**config.mk**
```make
export PLATFORM = sky130hd
export DESIGN_NAME = prpi_adj_mem
export DESIGN_NICKNAME = d
export VERILOG_FILES = /design/src/hw/rtl/prpi_pkg.sv /design/src/hw/rtl/prpi_adj_mem.sv
export SDC_FILE = /design/constraint.sdc
export NUM_CORES = 2
export LEC_CHECK = 0
export ABC_AREA = 1
export BUFFER_PORTS_ARGS = -buffer_cell sky130_fd_sc_hd__buf_4
export CAP_MARGIN = 25
export CORE_ASPECT_RATIO = 0.5
export CORE_MARGIN = 5
export CORE_UTILIZATION = 35
export DETAILED_ROUTE_END_ITERATION = 7
export PLACE_DENSITY_LB_ADDON = 0.12
export RECOVER_POWER = 100
export SYNTH_ARGS = -nofsm -noshare
export SYNTH_HDL_FRONTEND = slang
export SYNTH_SLANG_ARGS = --single-unit
export TNS_END_PERCENT = 10
```
**constraint.sdc**
```tcl
create_clock -name clock -period 3.8 [get_ports clock]
set_input_delay 0.19 -clock clock [delete_from_list [all_inputs] [get_ports clock]]
set_output_delay 0.19 -clock clock [all_outputs]
set_load 0.005 [all_outputs]
```
**src/hw/rtl/prpi_pkg.sv**
```systemverilog
// Shared constants and types for the PageRank power-iteration block.
package prpi_pkg;

   localparam int MAX_VERTICES_DEF = 64;
   localparam int RANK_FRAC_DEF    = 32;

   localparam int DEG_W      = 7;
   localparam int DAMP_W     = 17;
   localparam int DAMP_SHIFT = 16;
   localparam int VC_W       = 7;
   localparam int EPS_W      = 32;
   localparam int ITER_W     = 16;
   localparam int FIELD_W    = 6;
   localparam int OUT_RANK_W = 33;
   localparam int CSR_IDX_W  = 2;
   localparam int CSR_DATA_W = 32;

   localparam logic [DAMP_W-1:0] DAMP_ONE = 17'd65536;

   localparam logic [VC_W-1:0]   VC_RESET    = 7'd64;
   localparam logic [DAMP_W-1:0] DAMP_RESET  = 17'd55706;
   localparam logic [EPS_W-1:0]  EPS_RESET   = 32'd4295;
   localparam logic [ITER_W-1:0] MAXIT_RESET = 16'd1000;

   typedef enum logic [CSR_IDX_W-1:0] {
      CSR_VERTEX_COUNT = 2'd0,
      CSR_DAMPING      = 2'd1,
      CSR_EPSILON      = 2'd2,
      CSR_MAX_ITER     = 2'd3
   } csr_idx_type;

   // Field write enables of the vertex memory
   typedef struct packed {
      logic deg;
      logic rank;
      logic contrib;
   } vtx_we_type;

endpackage

```
**src/hw/rtl/prpi_adj_mem.sv**
```systemverilog
// Adjacency column memory: one row per target vertex, one bit per source.
module prpi_adj_mem import prpi_pkg::*; #(
   parameter int DEPTH = MAX_VERTICES_DEF,
   parameter int AW    = $clog2(MAX_VERTICES_DEF)
) (
   input  logic             clock,
   input  logic             reset,
   input  logic             clear,
   input  logic             rd_en,
   input  logic [AW-1:0]    rd_addr,
   output logic [DEPTH-1:0] rd_data,
   input  logic             wr_en,
   input  logic [AW-1:0]    wr_addr,
   input  logic [DEPTH-1:0] wr_data
);
   logic [DEPTH-1:0] mem [DEPTH];
   logic [DEPTH-1:0] valid_ff;
   logic [DEPTH-1:0] data_ff;
   logic             vld_q_ff;

   always_ff @(posedge clock) begin
      if (wr_en) begin
         mem[wr_addr] <= wr_data;
      end
      if (rd_en) begin
         data_ff  <= mem[rd_addr];
         vld_q_ff <= valid_ff[rd_addr];
      end
   end

   // rows never written since the last clear read as zero
   always_ff @(posedge clock) begin
      if (reset || clear) begin
         valid_ff <= '0;
      end else if (wr_en) begin
         valid_ff[wr_addr] <= 1'b1;
      end
   end

   assign rd_data = vld_q_ff ? data_ff : '0;

endmodule

```
==> flow_metrics.tcl <==
set metrics [dict create \
    status "complete, but fails checks" \
    violations "max-capacitance violations, max-slew violations" \
    holdPathStages 6 \
    cp.arrival_ns 4.04 \
    place_ws_ns 0.7724 \
    final_common_cell "nand2_1" \
    instances_no_fill 20840 \
    synth_nets 14000 \
    relSlewSlack -1.058 \
    cts_num_sinks 4225 \
    required_ns 4.35 \
    finalSetupViolCount 0 \
    hp-start "rd_addr[3]" \
    ioPinCount 145 \
    coreArea_sq_um 480200 \
    hold_path.class "primary input to register" \
    die-area_sq_um 495800 \
    root_buffer "clkbuf_16" \
    start_util 0.3506 \
    reg2reg_slack_ns 1.92 \
    die_w_um 990.8 \
    cts_resized 0 \
    via_per_inst 5.446 \
    grt_util_all_layers 0.2381 \
    r2r_start "mem[7][20]" \
    syn_inst 13920 \
    tightestPinTransition_ns 3.088 \
    period_share 0.9182 \
    clock_path_buffers 4 \
    drt-total-wl_um 610300 \
    io_buffers 144 \
    fin_nets 14110 \
    grt_max_degree 141 \
    avgSynthCellArea_sq_um 12.09 \
    postCtsHoldBufs 79 \
    p_leak_nw 66.45 \
    htree_num_levels 5 \
    place_hpwl_um 308300 \
    vias 113500 \
    rsz0062_at_grt "no" \
    irDropWorstVdd_mv 0.3650 \
    drc 0 \
    drv_cap 165 \
    drt_iter0_drc 13650 \
    synth_top_area_frac 0.7422 \
    netlist-cell-type-count 15 \
    clkLatencyLatePin_ns 0.95 \
    power_density_nw_per_um2 514.7 \
    power_mw 98.29 \
    seq_area_frac_synth 0.7498 \
    grt_pass1_vias 105900 \
    final_cell_mix "nand2_1, edfxtp_1, nand3_1, clkbuf_16, clkbuf_1" \
    max_freq_mhz 286.6 \
    dieHeight_um 500.4 \
    ys_seq_elements 4225 \
    rr_worst_depth 8 \
    ff_latch_area_sq_um 126200 \
    crit_fanout 15 \
    multi_input_area_sq_um 37560 \
    critPathCaptureType "register" \
    ant_nets 0 \
    rows 180 \
    period_needed_ns 3.489 \
    syn_area_sq_um 168300 \
    path_class "primary input to register" \
    fill_cells 45920 \
    area_growth_pct 13.45 \
    cts_tree "yes" \
    cts_buffers 407 \
    yosysWarnings 0 \
    r2r_end "data_ff[20]" \
    setup_ws_ns 0.3107 \
    fin_util 0.3977 \
    gr-total-overflow 0 \
    yosys.area.top_type "edfxtp_1" \
    grt_pass1_wl_um 850000 \
    cts.clk_slew.worst_paths_ns 0.06 \
    drive_gt1_frac 0.07076 \
    antenna_found_initial 56 \
    wl_per_cell_um 29.29 \
    setup.worst_path.start_class "primary input" \
    skew_ns 0.03280 \
    whs_endpoint "data_ff[57]" \
    post_cts_buffers 0 \
    dr.pass1.iters 8 \
    timing_max_transition_violations_final 7420 \
    placed_cells 20010 \
    routabilityCongestion 0.7701 \
    yosys-top-cells-area "edfxtp_1, nand3_1, nand2_1, buf_2, dfxtp_1" \
    hold_viol 0 \
]
-- metrics by stage --
step                      hold WS (ns)  TNS (ns)  instance area [sq um]
after floorplan                 0.2889   -172.42                 168300
after global placement          0.4497         0                 179400
after detailed placement        0.4583         0                 179400
after CTS                      0.01005         0                 192900
after global routing           0.01709         0                 191000
final                          0.08338         0                 191000
-- synth_stat cells --
| master | number |
|---|---|
| nand2_1 | 4558 |
| edfxtp_1 | 4161 |
| nand3_1 | 3900 |
| buf_2 | 548 |
| clkbuf_1 | 227 |
| nor2_1 | 195 |
| buf_1 | 121 |
| inv_1 | 101 |
| dfxtp_1 | 64 |
| nor3_1 | 14 |
| buf_4 | 13 |
| buf_6 | 12 |
| inv_2 | 4 |
| clkinv_1 | 1 |
| or2_2 | 1 |
-- kinds of logic after synthesis --
logic type / after synthesis / synth area share
AND/OR/NAND/NOR: 8668 / 0.2224
flip-flops: 4225 / 0.7498
buffers and inverters: 1027 / 0.02780
-- critical path, cell delays in order --
cell,delay [ns]
dlygate4sd3_1,0.56
clkbuf_1,0.27
nand2_1,0.12
nor3_1,0.16
inv_1,0.20
nor2_1,1.53
clkbuf_2,0.96
-- worst max path at each step --
stage                  endpoint  startpoint  cells past startpoint  slack, ns
floorplan            mem[48][0]       wr_en                      4      -0.10
global placement    data_ff[55]  rd_addr[0]                     12       0.80
detailed placement  data_ff[55]  rd_addr[0]                     12       0.77
CTS                 mem[62][26]  wr_addr[5]                     10       0.76
global route        data_ff[61]  rd_addr[5]                      6       0.32
finish              mem[45][41]  wr_addr[5]                      7       0.31
-- report_power, final --
part / switching (mW) / leakage (nW) / internal [mW]
clock: 18.1 / 6.27 / 22.3
sequential: 0.260 / 38.0 / 51.7
combinational: 4.48 / 22.2 / 1.52
-- area by class of cell --
class,instances,share of cell area
flip-flops and latches,4225,0.6610
multi-input cells,8668,0.1966
clock buffers,507,0.05659
well taps,6461,0.04233
repair buffers,624,0.03071
clock inverters,229,0.01009
inverters,106,0.002463
diodes,16,0.0002096
-- routing by layer --
layer / part of all wire / vias up / routed length (um) / track usage
li1: - / 49680 / - / -
met1: 0.46 / 58540 / 282200 / 0.3648
met2: 0.44 / 4439 / 267300 / 0.3633
met3: 0.073 / 808 / 44450 / 0.02948
met4: 0.027 / 12 / 16210 / 0.05198
met5: 0.00012 / - / 76 / 0
-- state kept, by name, summed over array words and instances (netlist names) --
register and flops:
vld_q_ff 1, mem 4096, valid_ff 64, data_ff 64
No activity file was read; power rests on OpenSTA's default activity.
