--- config.mk ---
export PLATFORM = sky130hd
export DESIGN_NAME = prpi_div
export DESIGN_NICKNAME = d
export VERILOG_FILES = /design/src/hw/rtl/prpi_pkg.sv /design/src/hw/rtl/prpi_div.sv
export SDC_FILE = /design/constraint.sdc
export NUM_CORES = 1
export LEC_CHECK = 0
export BUFFER_PORTS_ARGS = -buffer_cell sky130_fd_sc_hd__buf_2
export CORE_ASPECT_RATIO = 0.7
export CORE_MARGIN = 10
export CORE_UTILIZATION = 30
export CTS_BUF_LIST = sky130_fd_sc_hd__clkbuf_8
export CTS_CLUSTER_SIZE = 28
export DETAILED_ROUTE_END_ITERATION = 6
export MAX_ROUTING_LAYER = met4
export PLACE_DENSITY_LB_ADDON = 0.15
export RECOVER_POWER = 50
export SETUP_SLACK_MARGIN = 0.4
export SYNTH_ARGS = -nofsm -noshare
export SYNTH_HDL_FRONTEND = slang
export SYNTH_SLANG_ARGS = --single-unit
export TNS_END_PERCENT = 1
--- constraint.sdc ---
create_clock -name clock -period 2 [get_ports clock]
set_input_delay 0.4 -clock clock [delete_from_list [all_inputs] [get_ports clock]]
set_output_delay 0.4 -clock clock [all_outputs]
set_load 0.02 [all_outputs]
--- src/hw/rtl/prpi_pkg.sv ---
// Shared constants and types for the PageRank power-iteration block.
package prpi_pkg;

   localparam int MAX_VERTICES_DEF = 64;
   localparam int RANK_FRAC_DEF    = 32;

   localparam int DEG_W      = 7;
   localparam int DAMP_W     = 17;
   localparam int DAMP_SHIFT = 16;
   localparam int VC_W       = 7;
   localparam int EPS_W      = 32;
   localparam int ITER_W     = 16;
   localparam int FIELD_W    = 6;
   localparam int OUT_RANK_W = 33;
   localparam int CSR_IDX_W  = 2;
   localparam int CSR_DATA_W = 32;

   localparam logic [DAMP_W-1:0] DAMP_ONE = 17'd65536;

   localparam logic [VC_W-1:0]   VC_RESET    = 7'd64;
   localparam logic [DAMP_W-1:0] DAMP_RESET  = 17'd55706;
   localparam logic [EPS_W-1:0]  EPS_RESET   = 32'd4295;
   localparam logic [ITER_W-1:0] MAXIT_RESET = 16'd1000;

   typedef enum logic [CSR_IDX_W-1:0] {
      CSR_VERTEX_COUNT = 2'd0,
      CSR_DAMPING      = 2'd1,
      CSR_EPSILON      = 2'd2,
      CSR_MAX_ITER     = 2'd3
   } csr_idx_type;

   // Field write enables of the vertex memory
   typedef struct packed {
      logic deg;
      logic rank;
      logic contrib;
   } vtx_we_type;

endpackage

--- src/hw/rtl/prpi_div.sv ---
// Restoring divider, one quotient bit per cycle.
module prpi_div import prpi_pkg::*; #(
   parameter int DW = 39,
   parameter int SW = DEG_W
) (
   input  logic          clock,
   input  logic          reset,
   input  logic          start,
   input  logic [DW-1:0] dividend,
   input  logic [SW-1:0] divisor,
   output logic          done,
   output logic [DW-1:0] quotient
);
   localparam int CW = $clog2(DW + 1);

   logic [DW-1:0] q_ff, q_in;
   logic [SW-1:0] rem_ff, rem_in;
   logic [SW-1:0] dsr_ff, dsr_in;
   logic [CW-1:0] cnt_ff, cnt_in;
   logic          busy_ff, busy_in;
   logic          done_ff, done_in;
   logic [SW:0]   trial;
   logic [SW:0]   diffv;
   logic          ge;

   always_comb begin
      trial  = {rem_ff, q_ff[DW-1]};
      ge     = trial >= {1'b0, dsr_ff};
      diffv  = trial - {1'b0, dsr_ff};
      q_in    = q_ff;
      rem_in  = rem_ff;
      dsr_in  = dsr_ff;
      cnt_in  = cnt_ff;
      busy_in = busy_ff;
      done_in = 1'b0;
      if (start) begin
         q_in    = dividend;
         rem_in  = '0;
         dsr_in  = divisor;
         cnt_in  = CW'(DW);
         busy_in = 1'b1;
      end else if (busy_ff) begin
         // shift in next dividend bit, subtract when it fits
         q_in   = {q_ff[DW-2:0], ge};
         rem_in = ge ? diffv[SW-1:0] : trial[SW-1:0];
         cnt_in = cnt_ff - CW'(1);
         if (cnt_ff == CW'(1)) begin
            busy_in = 1'b0;
            done_in = 1'b1;
         end
      end
   end

   always_ff @(posedge clock) begin
      if (reset) begin
         busy_ff <= 1'b0;
         done_ff <= 1'b0;
         cnt_ff  <= '0;
      end else begin
         busy_ff <= busy_in;
         done_ff <= done_in;
         cnt_ff  <= cnt_in;
      end
      q_ff   <= q_in;
      rem_ff <= rem_in;
      dsr_ff <= dsr_in;
   end

   assign done     = done_ff;
   assign quotient = q_ff;

endmodule

==> impl_metrics.sql, run 1 <==
INSERT INTO impl_metrics (metric_group, metric, value, unit) VALUES
('setup_path', 'timing.critical_path.buf_inv', '1', ''),
('clock_network', 'cts_made_buffers', '9', ''),
('clock_network', 'clk-insertion-delay-late', '340', 'ps'),
('clock_network', 'path_clk_slew', '70', 'ps'),
('placement', 'gp_congestion', '0.734', ''),
('clock_network', 'htree_levels', '3', ''),
('cells_and_area', 'area.sequential', '0.00168', 'mm²'),
('floorplanning', 'ios', '89', ''),
('routing', 'dr_total_vias', '2110', ''),
('routing', 'firstDrtPassIters', '4', ''),
('synth', 'dominant_combinational_cell_family_by_area_after_synthesis', 'multiplexers', ''),
('floorplanning', 'design.die.area', '0.0144', 'mm²'),
('global_routing', 'via_count_of_the_first_global_routing_pass', '2152', ''),
('setup_path', 'critical_path.cell_chain', 'ha_4 -> fa_2 -> nand2b_4 -> a211o_1 -> buf_6 -> a41oi_1 -> o31ai_2', ''),
('sta', 'fmaxAchievable', '510', 'MHz'),
('sta', 'timing.final.ws_setup', '40.5', 'ps'),
('synth', 'synth_enable_flop_cells', '46', ''),
('global_routing', 'grt_first_pass_wirelength', '11400', 'µm'),
('clock_network', 'tritoncts', 'built', ''),
('status', 'status', 'finished clean', ''),
('clock_network', 'clockRootBuffer', 'sky130_fd_sc_hd__clkbuf_8', ''),
('placement', 'placed_area', '0.00363', 'mm²'),
('flow_run', 'maxcap_viol_count', '0', ''),
('placement', 'place_ws', '-11.3', 'ps'),
('synth', 'postSynthCellCount', '228', ''),
('sta', 'fin_setup_tns', '0', 'ps'),
('pwr', 'power.density_cell_area', '846', 'mW/mm²'),
('cells_and_area', 'multi_input_area', '0.00123', 'mm²'),
('synth', 'avgSynthCellArea', '13.1', 'µm²'),
('setup_path', 'critical_path_arrival', '2180', 'ps'),
('global_routing', 'grt_util_all_layers', '10.3', '%'),
('worst_hold_path', 'hold_path.class', 'input pin to flip-flop', ''),
('synth', 'synth_area_leaders', 'sky130_fd_sc_hd__edfxtp_1, sky130_fd_sc_hd__mux2_2, sky130_fd_sc_hd__dfxtp_1', ''),
('synth', 'synthesis.yosys.warnings', '0', ''),
('floorplanning', 'number_of_placement_rows', '30', ''),
('synth', 'yosys.cell_types.count', '43', ''),
('global_routing', 'initial_antenna_violation_count', '0', ''),
('sta', 'maxSlewHeadroom', '68.7', '%'),
('sta', 'final_period_minus_worst_setup_slack', '1960', 'ps'),
('sta', 'timing.clock.skew', '8.62', 'ps'),
('setup_path', 'cpLargestDelayFamily', 'compound AO/OA/AOI/OAI gates', ''),
('routing', 'drt-initial-drc-count', '134', ''),
('floorplanning', 'floorplan.initialDensity', '30.7', '%'),
('sta', 'finalHoldViolations', '0', ''),
('cells_and_area', 'area.growth.synth_to_final', '28.6', '%'),
('synth', 'synth.area.mux_share', '14.3', '%'),
('synth', 'synth.yosys.seq_area_share', '56.3', '%'),
('sta', 'final_min_period_over_clock_period', '98.0', '%'),
('sta', 'grt_setup_unrepaired', 'true', ''),
('setup_path', 'worstSetupPathType', 'flip-flop to flip-flop', ''),
('synth', 'synth_ff_type', 'sky130_fd_sc_hd__edfxtp_1', ''),
('pwr', 'power.leakage', '1.57', 'nW'),
('clock_network', 'cts.path.max_buffers', '2', ''),
('setup_path', 'path_max_fanout', '8', ''),
('synth', 'yosys.area_share.simple', '9.80', '%'),
('cells_and_area', 'design_area', '0.00384', 'mm²'),
('placement', 'post_detail_place_hpwl', '5390', 'µm'),
('routing', 'route.detailed.vias_per_inst', '4.61', ''),
('routing', 'wl_per_cell', '16.2', 'µm'),
('global_routing', 'grt_start_max_net_pins', '48', ''),
('cells_and_area', 'layout_cell_share_with_drive_strength_beyond_1', '47.9', '%'),
('synth', 'synth.top_cell.area_share', '46.2', '%'),
('synth', 'synthTopCellsByCount', 'sky130_fd_sc_hd__edfxtp_1, sky130_fd_sc_hd__mux2_2, sky130_fd_sc_hd__dfxtp_1, sky130_fd_sc_hd__inv_1, sky130_fd_sc_hd__ha_1', ''),
('synth', 'synth_xor_xnor_area_share', '2.35', '%'),
('pwr', 'post-layout-total-power', '0.00325', 'W'),
('pwr', 'highest_ir_drop_seen_on_vdd', '0.333', 'mV'),
('sta', 'tightest_slew', '463', 'ps'),
('setup_path', 'crit_slowest_cell', 'sky130_fd_sc_hd__edfxtp_1', ''),
('synth', 'adder_cell_area_share_of_the_yosys_netlist', '4.44', '%'),
('floorplanning', 'die_w', '139', 'µm'),
('global_routing', 'grt.overflow.total', '0', '');
==> worst register-to-register path: cells and delay by family, from the launching register on <==
family	cells	cell delay, ps
compound gates	3	590
buf+inv	1	150
simple gates	1	160
fa+ha+maj	2	530
flops	1	420
==> final timing paths <==
| kind | from | endpoint | slack [ps] | cells after the start |
|---|---|---|---|---|
| worst max-delay path | dsr_ff[0] | rem_ff[4] | 40 | 7 |
| worst max register to register | dsr_ff[0] | rem_ff[4] | 40 | 7 |
| worst min-delay path | divisor[0] | dsr_ff[0] | 230 | 1 |
| worst min register to register | rem_ff[1] | rem_ff[2] | 530 | 2 |
==> area by class of cell <==
type / instances / area share, %
Tap cell: 128 / 4.17
Timing Repair Buffer: 99 / 14.0
Multi-Input combinational cell: 141 / 32.0
Clock inverter: 7 / 1.56
Clock buffer: 9 / 3.22
Sequential cell: 61 / 43.8
Inverter: 13 / 1.27
==> what timing repair did <==
action	CTS	global route
setup endpoints to repair	8	8
pin swaps	0	2
setup buffers	1	1
gates resized for setup	3	5
==> flip-flops by register name, indices dropped and copies added (netlist names) <==
signal,count
quotient,39
rem_ff,7
dsr_ff,7
done,1
cnt_ff,6
busy_ff,1
==> routing by layer <==
metal / routed length, µm / GRT usage, % / vias to the layer above
li1: - / - / 1052
met1: 3690 / 13.9 / 989
met2: 3210 / 13.8 / 58
met3: 404 / 3.79 / 11
met4: 93 / 3.36 / 0
met5: 0 / - / -
==> placed cells by master (no fill, tap or decap), types with 3 or more instances in the layout <==
master | netlist | routed
sky130_fd_sc_hd__buf_2 | 3 | 85
sky130_fd_sc_hd__ha_1 | 9 | 8
sky130_fd_sc_hd__nor2_1 | 8 | 8
sky130_fd_sc_hd__nor3_1 | 3 | 3
sky130_fd_sc_hd__nor3b_1 | 5 | 5
sky130_fd_sc_hd__clkinv_2 | 0 | 3
sky130_fd_sc_hd__buf_4 | 0 | 7
sky130_fd_sc_hd__nand2_1 | 7 | 7
sky130_fd_sc_hd__a211oi_1 | 3 | 3
sky130_fd_sc_hd__edfxtp_1 | 46 | 46
sky130_fd_sc_hd__nand2b_1 | 5 | 4
sky130_fd_sc_hd__dfxtp_1 | 15 | 15
sky130_fd_sc_hd__clkbuf_1 | 3 | 3
sky130_fd_sc_hd__xnor2_1 | 5 | 5
sky130_fd_sc_hd__nand3b_1 | 4 | 4
sky130_fd_sc_hd__clkbuf_8 | 0 | 9
sky130_fd_sc_hd__a21o_1 | 3 | 3
sky130_fd_sc_hd__xor2_1 | 3 | 3
sky130_fd_sc_hd__a41oi_1 | 4 | 4
sky130_fd_sc_hd__inv_1 | 13 | 14
sky130_fd_sc_hd__and3_1 | 6 | 5
sky130_fd_sc_hd__a21oi_1 | 7 | 7
sky130_fd_sc_hd__mux2_2 | 38 | 37
sky130_fd_sc_hd__o21ai_0 | 4 | 4
==> logic make-up after synthesis <==
family,Yosys count
multiplexers,38
AO/OA/AOI/OAI,35
buffers and inverters,26
XOR/XNOR,8
flip-flops,61
AND/OR/NAND/NOR,50
adder cells (fa/ha/maj),10
==> where the power goes <==
| group | switching, W | total (W) | internal [W] |
|---|---|---|---|
| combinational | 0.000360 | 0.000640 | 0.000280 |
| clock | 0.000485 | 0.00104 | 0.000559 |
| sequential | 0.0000628 | 0.00157 | 0.00150 |
==> per-stage QoR <==
stage	hold slack [ps]	cells
5_1_grt	199	458
6_report	230	458
4_1_cts	201	457
3_3_place_gp	519	440
2_1_floorplan	488	228
3_5_place_dp	522	440
Power figures use the tool's default switching activity.
==> run 2, diff against run 1 <==
--- a/config.mk
+++ b/config.mk
@@ -5,17 +5,19 @@
 export SDC_FILE = /design/constraint.sdc
 export NUM_CORES = 1
 export LEC_CHECK = 0
+export ABC_AREA = 1
 export BUFFER_PORTS_ARGS = -buffer_cell sky130_fd_sc_hd__buf_2
 export CORE_ASPECT_RATIO = 0.7
 export CORE_MARGIN = 10
 export CORE_UTILIZATION = 30
 export CTS_BUF_LIST = sky130_fd_sc_hd__clkbuf_8
-export CTS_CLUSTER_SIZE = 28
+export CTS_CLUSTER_SIZE = 8
 export DETAILED_ROUTE_END_ITERATION = 6
 export MAX_ROUTING_LAYER = met4
 export PLACE_DENSITY_LB_ADDON = 0.15
 export RECOVER_POWER = 50
 export SETUP_SLACK_MARGIN = 0.4
+export SKIP_CTS_REPAIR_TIMING = 1
 export SYNTH_ARGS = -nofsm -noshare
 export SYNTH_HDL_FRONTEND = slang
 export SYNTH_SLANG_ARGS = --single-unit
==> impl_metrics.sql, run 2 <==
INSERT INTO impl_metrics (metric_group, metric, value, unit) VALUES
('status', 'status', 'finished clean', ''),
('synth', 'synthTopCellsByCount', 'sky130_fd_sc_hd__nand2_1, sky130_fd_sc_hd__edfxtp_1, sky130_fd_sc_hd__inv_1, sky130_fd_sc_hd__nand3_1, sky130_fd_sc_hd__dfxtp_1', ''),
('placement', 'post_detail_place_hpwl', '5760', 'µm'),
('synth', 'synth.top_cell.area_share', '46.2', '%'),
('sta', 'slew_viol_final', '0', ''),
('routing', 'drc_errors', '0', ''),
('pwr', 'highest_ir_drop_seen_on_vdd', '0.397', 'mV'),
('floorplanning', 'die_w', '139', 'µm'),
('routing', 'drt-met1-wl', '3880', 'µm'),
('setup_path', 'critical-path-max-stage-delay', '520', 'ps'),
('synth', 'yosys.cell_types.count', '33', ''),
('setup_path', 'timing.critical_path.buf_inv', '3', ''),
('setup_path', 'path_max_fanout', '26', ''),
('synth', 'postSynthCellCount', '339', ''),
('routing', 'postRouteAntennaNets', '0', ''),
('cells_and_area', 'flip_flop_count_of_the_largest_register_all_copies_and_words_added', '39', ''),
('clock_network', 'tritoncts', 'built', ''),
('floorplanning', 'core_region_area', '0.00972', 'mm²'),
('synth', 'synthesis.yosys.warnings', '0', ''),
('routing', 'route.detailed.vias_per_inst', '4.29', ''),
('pwr', 'power.density_cell_area', '880', 'mW/mm²'),
('sta', 'report.final.setup_viol', '0', ''),
('cells_and_area', 'most-common-layout-cells', 'sky130_fd_sc_hd__nand2_1, sky130_fd_sc_hd__buf_2, sky130_fd_sc_hd__edfxtp_1', ''),
('synth', 'asyncSetResetFlopFracSynth', '0', '%'),
('routing', 'drt-initial-drc-count', '119', ''),
('clock_network', 'cts.path.max_buffers', '2', ''),
('sta', 'final_min_period_over_clock_period', '85.6', '%'),
('pwr', 'power.leakage', '1.94', 'nW'),
('sta', 'final_period_minus_worst_setup_slack', '1710', 'ps'),
('placement', 'placed_area', '0.00362', 'mm²'),
('setup_path', 'critical_path.endpoint_type', 'flip-flop', ''),
('global_routing', 'grt_util_all_layers', '11.2', '%'),
('setup_path', 'critical_path_arrival', '2000', 'ps'),
('sta', 'fin_setup_tns', '0', 'ps'),
('setup_path', 'worstSetupPathType', 'flip-flop to flip-flop', ''),
('sta', 'grt_setup_unrepaired', 'true', ''),
('cells_and_area', 'fill_cells', '1033', ''),
('setup_path', 'cpLargestDelayFamily', 'simple AND/OR/NAND/NOR gates', ''),
('setup_path', 'crit_slowest_cell', 'sky130_fd_sc_hd__nor2_1', ''),
('global_routing', 'initial_antenna_violation_count', '0', ''),
('floorplanning', 'number_of_placement_rows', '30', ''),
('placement', 'buffer_ports.inserted', '88', ''),
('flow_run', 'maxcap_viol_count', '0', ''),
('routing', 'route.top_layer_used', 'met4', ''),
('floorplanning', 'design.die.area', '0.0144', 'mm²'),
('cells_and_area', 'mostFrequentLayoutCell', 'sky130_fd_sc_hd__nand2_1', ''),
('sta', 'maxSlewHeadroom', '54.5', '%'),
('routing', 'routed-wl-met2', '3460', 'µm'),
('clock_network', 'cts_made_buffers', '9', ''),
('global_routing', 'via_count_of_the_first_global_routing_pass', '2460', ''),
('sta', 'fmaxAchievable', '584', 'MHz'),
('synth', 'synth_area_leaders', 'sky130_fd_sc_hd__edfxtp_1, sky130_fd_sc_hd__nand2_1, sky130_fd_sc_hd__dfxtp_1', ''),
('sta', 'final.hold.worst_slack', '229', 'ps'),
('floorplanning', 'floorplan.initialDensity', '30.7', '%'),
('setup_path', 'critical_path.cell_chain', 'nor2_1 -> clkinvlp_4 -> buf_12 -> o211ai_1 -> nand2_1 -> inv_1', ''),
('routing', 'firstDrtPassIters', '4', ''),
('clock_network', 'clk-insertion-delay-late', '340', 'ps'),
('synth', 'post-synth-top-count-cell', 'sky130_fd_sc_hd__nand2_1', ''),
('synth', 'avgSynthCellArea', '8.81', 'µm²'),
('synth', 'synth.net_count', '398', ''),
('sta', 'finalHoldViolations', '0', ''),
('setup_path', 'worst_path_required', '2290', 'ps'),
('synth', 'synth_enable_flop_cells', '46', ''),
('routing', 'routed_wire_length', '7790', 'µm'),
('global_routing', 'grt_first_pass_wirelength', '12500', 'µm'),
('cells_and_area', 'n_antenna_cell', '0', ''),
('setup_path', 'cp-start-kind', 'flip-flop', ''),
('cells_and_area', 'finish.cell_count_without_fillers', '569', ''),
('synth', 'synthDominantAreaCellType', 'sky130_fd_sc_hd__edfxtp_1', ''),
('synth', 'synth_area', '0.00299', 'mm²'),
('synth', 'synth_ff_type', 'sky130_fd_sc_hd__edfxtp_1', ''),
('synth', 'synth.yosys.seq_area_share', '56.3', '%'),
('routing', 'dr_total_vias', '2441', ''),
('cells_and_area', 'design_area', '0.00388', 'mm²'),
('clock_network', 'clockRootBuffer', 'sky130_fd_sc_hd__clkbuf_8', ''),
('routing', 'routed-wl-met3', '405', 'µm'),
('floorplanning', 'dieHeight', '103', 'µm'),
('cells_and_area', 'area.growth.synth_to_final', '29.8', '%'),
('cells_and_area', 'nets', '495', ''),
('synth', 'ys_seq_elements', '61', ''),
('cells_and_area', 'layout_cell_share_with_drive_strength_beyond_1', '28.8', '%'),
('sta', 'tightest_slew', '683', 'ps'),
('placement', 'number_of_cells_in_the_design_after_placement', '551', ''),
('clock_network', 'path_clk_slew', '70', 'ps'),
('clock_network', 'cts_num_sinks', '61', ''),
('worst_hold_path', 'hold_path.class', 'input pin to flip-flop', ''),
('routing', 'wl_per_cell', '13.7', 'µm'),
('sta', 'timing.clock.skew', '11.4', 'ps'),
('global_routing', 'grt.overflow.total', '0', ''),
('clock_network', 'htree_levels', '3', ''),
('global_routing', 'grt_start_max_net_pins', '45', ''),
('placement', 'gp_congestion', '0.790', ''),
('floorplanning', 'ios', '89', '');
[run 2: worst paths after layout]
check / from / endpoint / slack [ps] / cells past startpoint
setup / recovery: busy_ff / cnt_ff[0] / 290 / 6
hold / removal: divisor[2] / dsr_ff[2] / 230 / 1
setup reg to reg: busy_ff / cnt_ff[0] / 290 / 6
hold reg to reg: rem_ff[6] / rem_ff[6] / 480 / 2
[run 2: cell families after synthesis]
logic type	synth area share, %
AO/OA/AOI/OAI	2.85
XOR/XNOR	0.586
buffers and inverters	5.99
adder cells (fa/ha/maj)	4.44
AND/OR/NAND/NOR	29.9
flip-flops	56.3
[run 2: stage by stage]
step	util, %	worst slack, ps	total power [W]
floorplan	-	235	0.00198
global placement	37.3	309	0.00221
detailed placement	37.3	273	0.00221
CTS	39.5	243	0.00345
global route	39.9	125	0.00361
finish	39.9	288	0.00342
[run 2: routing by layer]
layer	vias up	GRT usage, %
li1	1284	-
met1	1088	14.0
met2	59	16.1
met3	10	4.93
met4	0	3.04
met5	-	-
[run 2: where the power goes]
| group | total (W) | internal, W | switching [W] |
|---|---|---|---|
| clock | 0.00121 | 0.000725 | 0.000488 |
| sequential | 0.00157 | 0.00150 | 0.0000669 |
| combinational | 0.000633 | 0.000233 | 0.000400 |
| total | 0.00342 | 0.00246 | 0.000955 |
[run 2: area by class of cell]
class	count	area, µm²	area share, %
repair buffers	95	526	13.5
inverters	36	139	3.58
multi-input cells	233	1150	29.8
clock buffers	10	138	3.55
flip-flops and latches	61	1680	43.4
clock inverters	6	80.1	2.06
well taps	128	160	4.13
==> run 3, diff against run 2 <==
==> constraint.sdc (replaced) <==
create_clock -name clock -period 1.4 [get_ports clock]
set_input_delay 0.28 -clock clock [delete_from_list [all_inputs] [get_ports clock]]
set_output_delay 0.28 -clock clock [all_outputs]
set_load 0.02 [all_outputs]
==> impl_metrics.sql, run 3 (synthesized netlist as in run 2, its figures left out) <==
INSERT INTO impl_metrics (metric_group, metric, value, unit) VALUES
('status', 'status', 'finished, violations left', ''),
('status', 'violations', 'setup timing', ''),
('routing', 'dr_total_vias', '2575', ''),
('cells_and_area', 'fill_cells', '973', ''),
('clock_network', 'tritoncts', 'built', ''),
('setup_path', 'critical_path_arrival', '1900', 'ps'),
('flow_run', 'maxcap_viol_count', '0', ''),
('routing', 'drc_errors', '0', ''),
('setup_path', 'worst_flop_to_flop_path_endpoint', 'rem_ff[6]', ''),
('worst_hold_path', 'hold_path.class', 'input pin to flip-flop', ''),
('placement', 'buffer_ports.inserted', '88', ''),
('floorplanning', 'design.die.area', '0.0144', 'mm²'),
('floorplanning', 'ios', '89', ''),
('routing', 'routed_wire_length', '8060', 'µm'),
('global_routing', 'grt.met2_usage', '16.0', '%'),
('sta', 'final_period_minus_worst_setup_slack', '1680', 'ps'),
('setup_path', 'worstSetupPathType', 'flip-flop to flip-flop', ''),
('placement', 'post_detail_place_hpwl', '6100', 'µm'),
('global_routing', 'grt_first_pass_wirelength', '12700', 'µm'),
('setup_path', 'cp-start-kind', 'flip-flop', ''),
('pwr', 'power.share.clock', '31.3', '%'),
('routing', 'firstDrtPassIters', '7', ''),
('cells_and_area', 'layout_cell_share_with_drive_strength_beyond_1', '33.8', '%'),
('floorplanning', 'number_of_placement_rows', '30', ''),
('setup_path', 'setup.worst_path.end', 'rem_ff[6]', ''),
('setup_path', 'path_max_fanout', '7', ''),
('clock_network', 'path_clk_slew', '80', 'ps'),
('cells_and_area', 'multi_input_area', '0.00118', 'mm²'),
('sta', 'timing.final.ws_setup', '-276', 'ps'),
('clock_network', 'clk-insertion-delay-late', '340', 'ps'),
('pwr', 'p_switching', '0.00140', 'W'),
('floorplanning', 'floorplan.initialDensity', '30.7', '%'),
('routing', 'postRouteAntennaNets', '0', ''),
('global_routing', 'global_route.usage.met1', '14.7', '%'),
('clock_network', 'clockRootBuffer', 'sky130_fd_sc_hd__clkbuf_8', ''),
('cells_and_area', 'area.growth.synth_to_final', '43.3', '%'),
('pwr', 'combPwrFrac', '22.5', '%'),
('sta', 'fmaxAchievable', '597', 'MHz'),
('global_routing', 'gr_busiest_metal', 'met2', ''),
('floorplanning', 'die_w', '139', 'µm'),
('routing', 'drt-initial-drc-count', '121', ''),
('sta', 'maxSlewHeadroom', '68.2', '%'),
('clock_network', 'cts_made_buffers', '9', ''),
('floorplanning', 'dieHeight', '103', 'µm'),
('setup_path', 'critical_path.endpoint_type', 'flip-flop', ''),
('clock_network', 'htree_levels', '3', ''),
('placement', 'place_ws', '-335', 'ps'),
('pwr', 'power.density_cell_area', '1150', 'mW/mm²'),
('sta', 'tightest_slew', '476', 'ps'),
('setup_path', 'r2r-start', 'quotient[38]', ''),
('sta', 'final.hold.worst_slack', '110', 'ps'),
('cells_and_area', 'finish.cell_count_without_fillers', '593', ''),
('cells_and_area', 'n_antenna_cell', '0', ''),
('sta', 'final_min_period_over_clock_period', '120', '%'),
('cells_and_area', 'nets', '519', ''),
('cells_and_area', 'post-route-util', '44.0', '%'),
('setup_path', 'timing.critical_path.from', 'quotient[38]', ''),
('sta', 'grt_setup_unrepaired', 'true', ''),
('global_routing', 'grt.overflow.total', '0', ''),
('pwr', 'power.leakage', '2.13', 'nW'),
('global_routing', 'grt_start_max_net_pins', '24', ''),
('cells_and_area', 'mostFrequentLayoutCell', 'sky130_fd_sc_hd__nand2_1', ''),
('clock_network', 'cts_num_sinks', '61', ''),
('global_routing', 'via_count_of_the_first_global_routing_pass', '2685', ''),
('setup_path', 'setup.reg_to_reg.worst_slack', '-280', 'ps'),
('pwr', 'power_switching_share', '28.5', '%'),
('sta', 'slew_viol_final', '0', ''),
('placement', 'gp_congestion', '0.810', ''),
('setup_path', 'worstRegToRegCells', '11', ''),
('cells_and_area', 'most-common-layout-cells', 'sky130_fd_sc_hd__nand2_1, sky130_fd_sc_hd__buf_2, sky130_fd_sc_hd__edfxtp_1', ''),
('routing', 'route.detailed.vias_per_inst', '4.34', ''),
('pwr', 'highest_ir_drop_seen_on_vdd', '0.559', 'mV'),
('cells_and_area', 'area.sequential', '0.00168', 'mm²'),
('sta', 'fin_setup_tns', '-2080', 'ps'),
('sta', 'timing.clock.skew', '13.2', 'ps'),
('pwr', 'part_of_the_total_power_dissipated_in_sequential_elements', '46.2', '%'),
('global_routing', 'grt_util_all_layers', '11.1', '%'),
('global_routing', 'initial_antenna_violation_count', '0', ''),
('pwr', 'p_int', '0.00352', 'W'),
('sta', 'finalHoldViolations', '0', ''),
('cells_and_area', 'flip_flop_count_of_the_largest_register_all_copies_and_words_added', '39', ''),
('setup_path', 'worst_path_required', '1630', 'ps'),
('global_routing', 'grtUsageMet3', '3.19', '%'),
('floorplanning', 'core_region_area', '0.00972', 'mm²'),
('sta', 'report.final.setup_viol', '8', ''),
('routing', 'wl_per_cell', '13.6', 'µm'),
('placement', 'number_of_cells_in_the_design_after_placement', '577', ''),
('clock_network', 'cts.path.max_buffers', '2', '');
-- run 3: cell types whose count changed in the layout (fill, tap and decap cells not counted), moves of 2 or more --
cell and delta:
sky130_fd_sc_hd__buf_2 -38, sky130_fd_sc_hd__buf_4 +22, sky130_fd_sc_hd__buf_6 +39, sky130_fd_sc_hd__clkbuf_2 +2, sky130_fd_sc_hd__nor2_1 -2, sky130_fd_sc_hd__nor2_2 +2
-- run 3: area by class of cell --
| type | count | area share (%) |
|---|---|---|
| inverters | 36 | 3.19 |
| flip-flops and latches | 61 | 39.3 |
| repair buffers | 119 | 21.8 |
| clock buffers | 10 | 3.21 |
| well taps | 128 | 3.74 |
| clock inverters | 6 | 1.29 |
| multi-input cells | 233 | 27.5 |
-- run 3: stage by stage --
step                      cell area, µm²  total power, W
after global routing                4280         0.00520
after global placement              3830         0.00325
after CTS                           4020         0.00482
after detailed placement            3830         0.00325
after floorplan                     3000         0.00283
final                               4280         0.00492
-- run 3: power groups by stage --
stage	Clock (W)	Sequential, W	Combinational, W
floorplan	0	0.00242	0.000411
global placement	0	0.00228	0.000973
detailed placement	0	0.00228	0.000978
CTS	0.00160	0.00224	0.000980
global route	0.00168	0.00229	0.00123
finish	0.00154	0.00227	0.00111
-- run 3: worst min path at each step --
stage | endpoint | depth (start not counted) | startpoint
after floorplan | busy_ff | 1 | reset
after global placement | dsr_ff[2] | 1 | divisor[2]
after detailed placement | dsr_ff[5] | 1 | divisor[5]
after CTS | dsr_ff[2] | 1 | divisor[2]
after global routing | dsr_ff[1] | 1 | divisor[1]
final | dsr_ff[2] | 1 | divisor[2]
-- run 3: metal layers --
metal	wire length, µm	up-vias
li1	-	1336
met1	3900	1159
met2	3630	68
met3	455	12
met4	76	0
met5	0	-
-- run 3: critical path, stage by stage (launching register included) --
cell	delay, ps
sky130_fd_sc_hd__edfxtp_1	360
sky130_fd_sc_hd__inv_2	50
sky130_fd_sc_hd__ha_2	170
sky130_fd_sc_hd__fa_2	350
sky130_fd_sc_hd__inv_2	60
sky130_fd_sc_hd__nand2_1	50
sky130_fd_sc_hd__nand2_2	90
sky130_fd_sc_hd__nand3_2	90
sky130_fd_sc_hd__nand3_4	140
sky130_fd_sc_hd__nand3_1	80
sky130_fd_sc_hd__nand3_1	70
sky130_fd_sc_hd__nand2_1	40
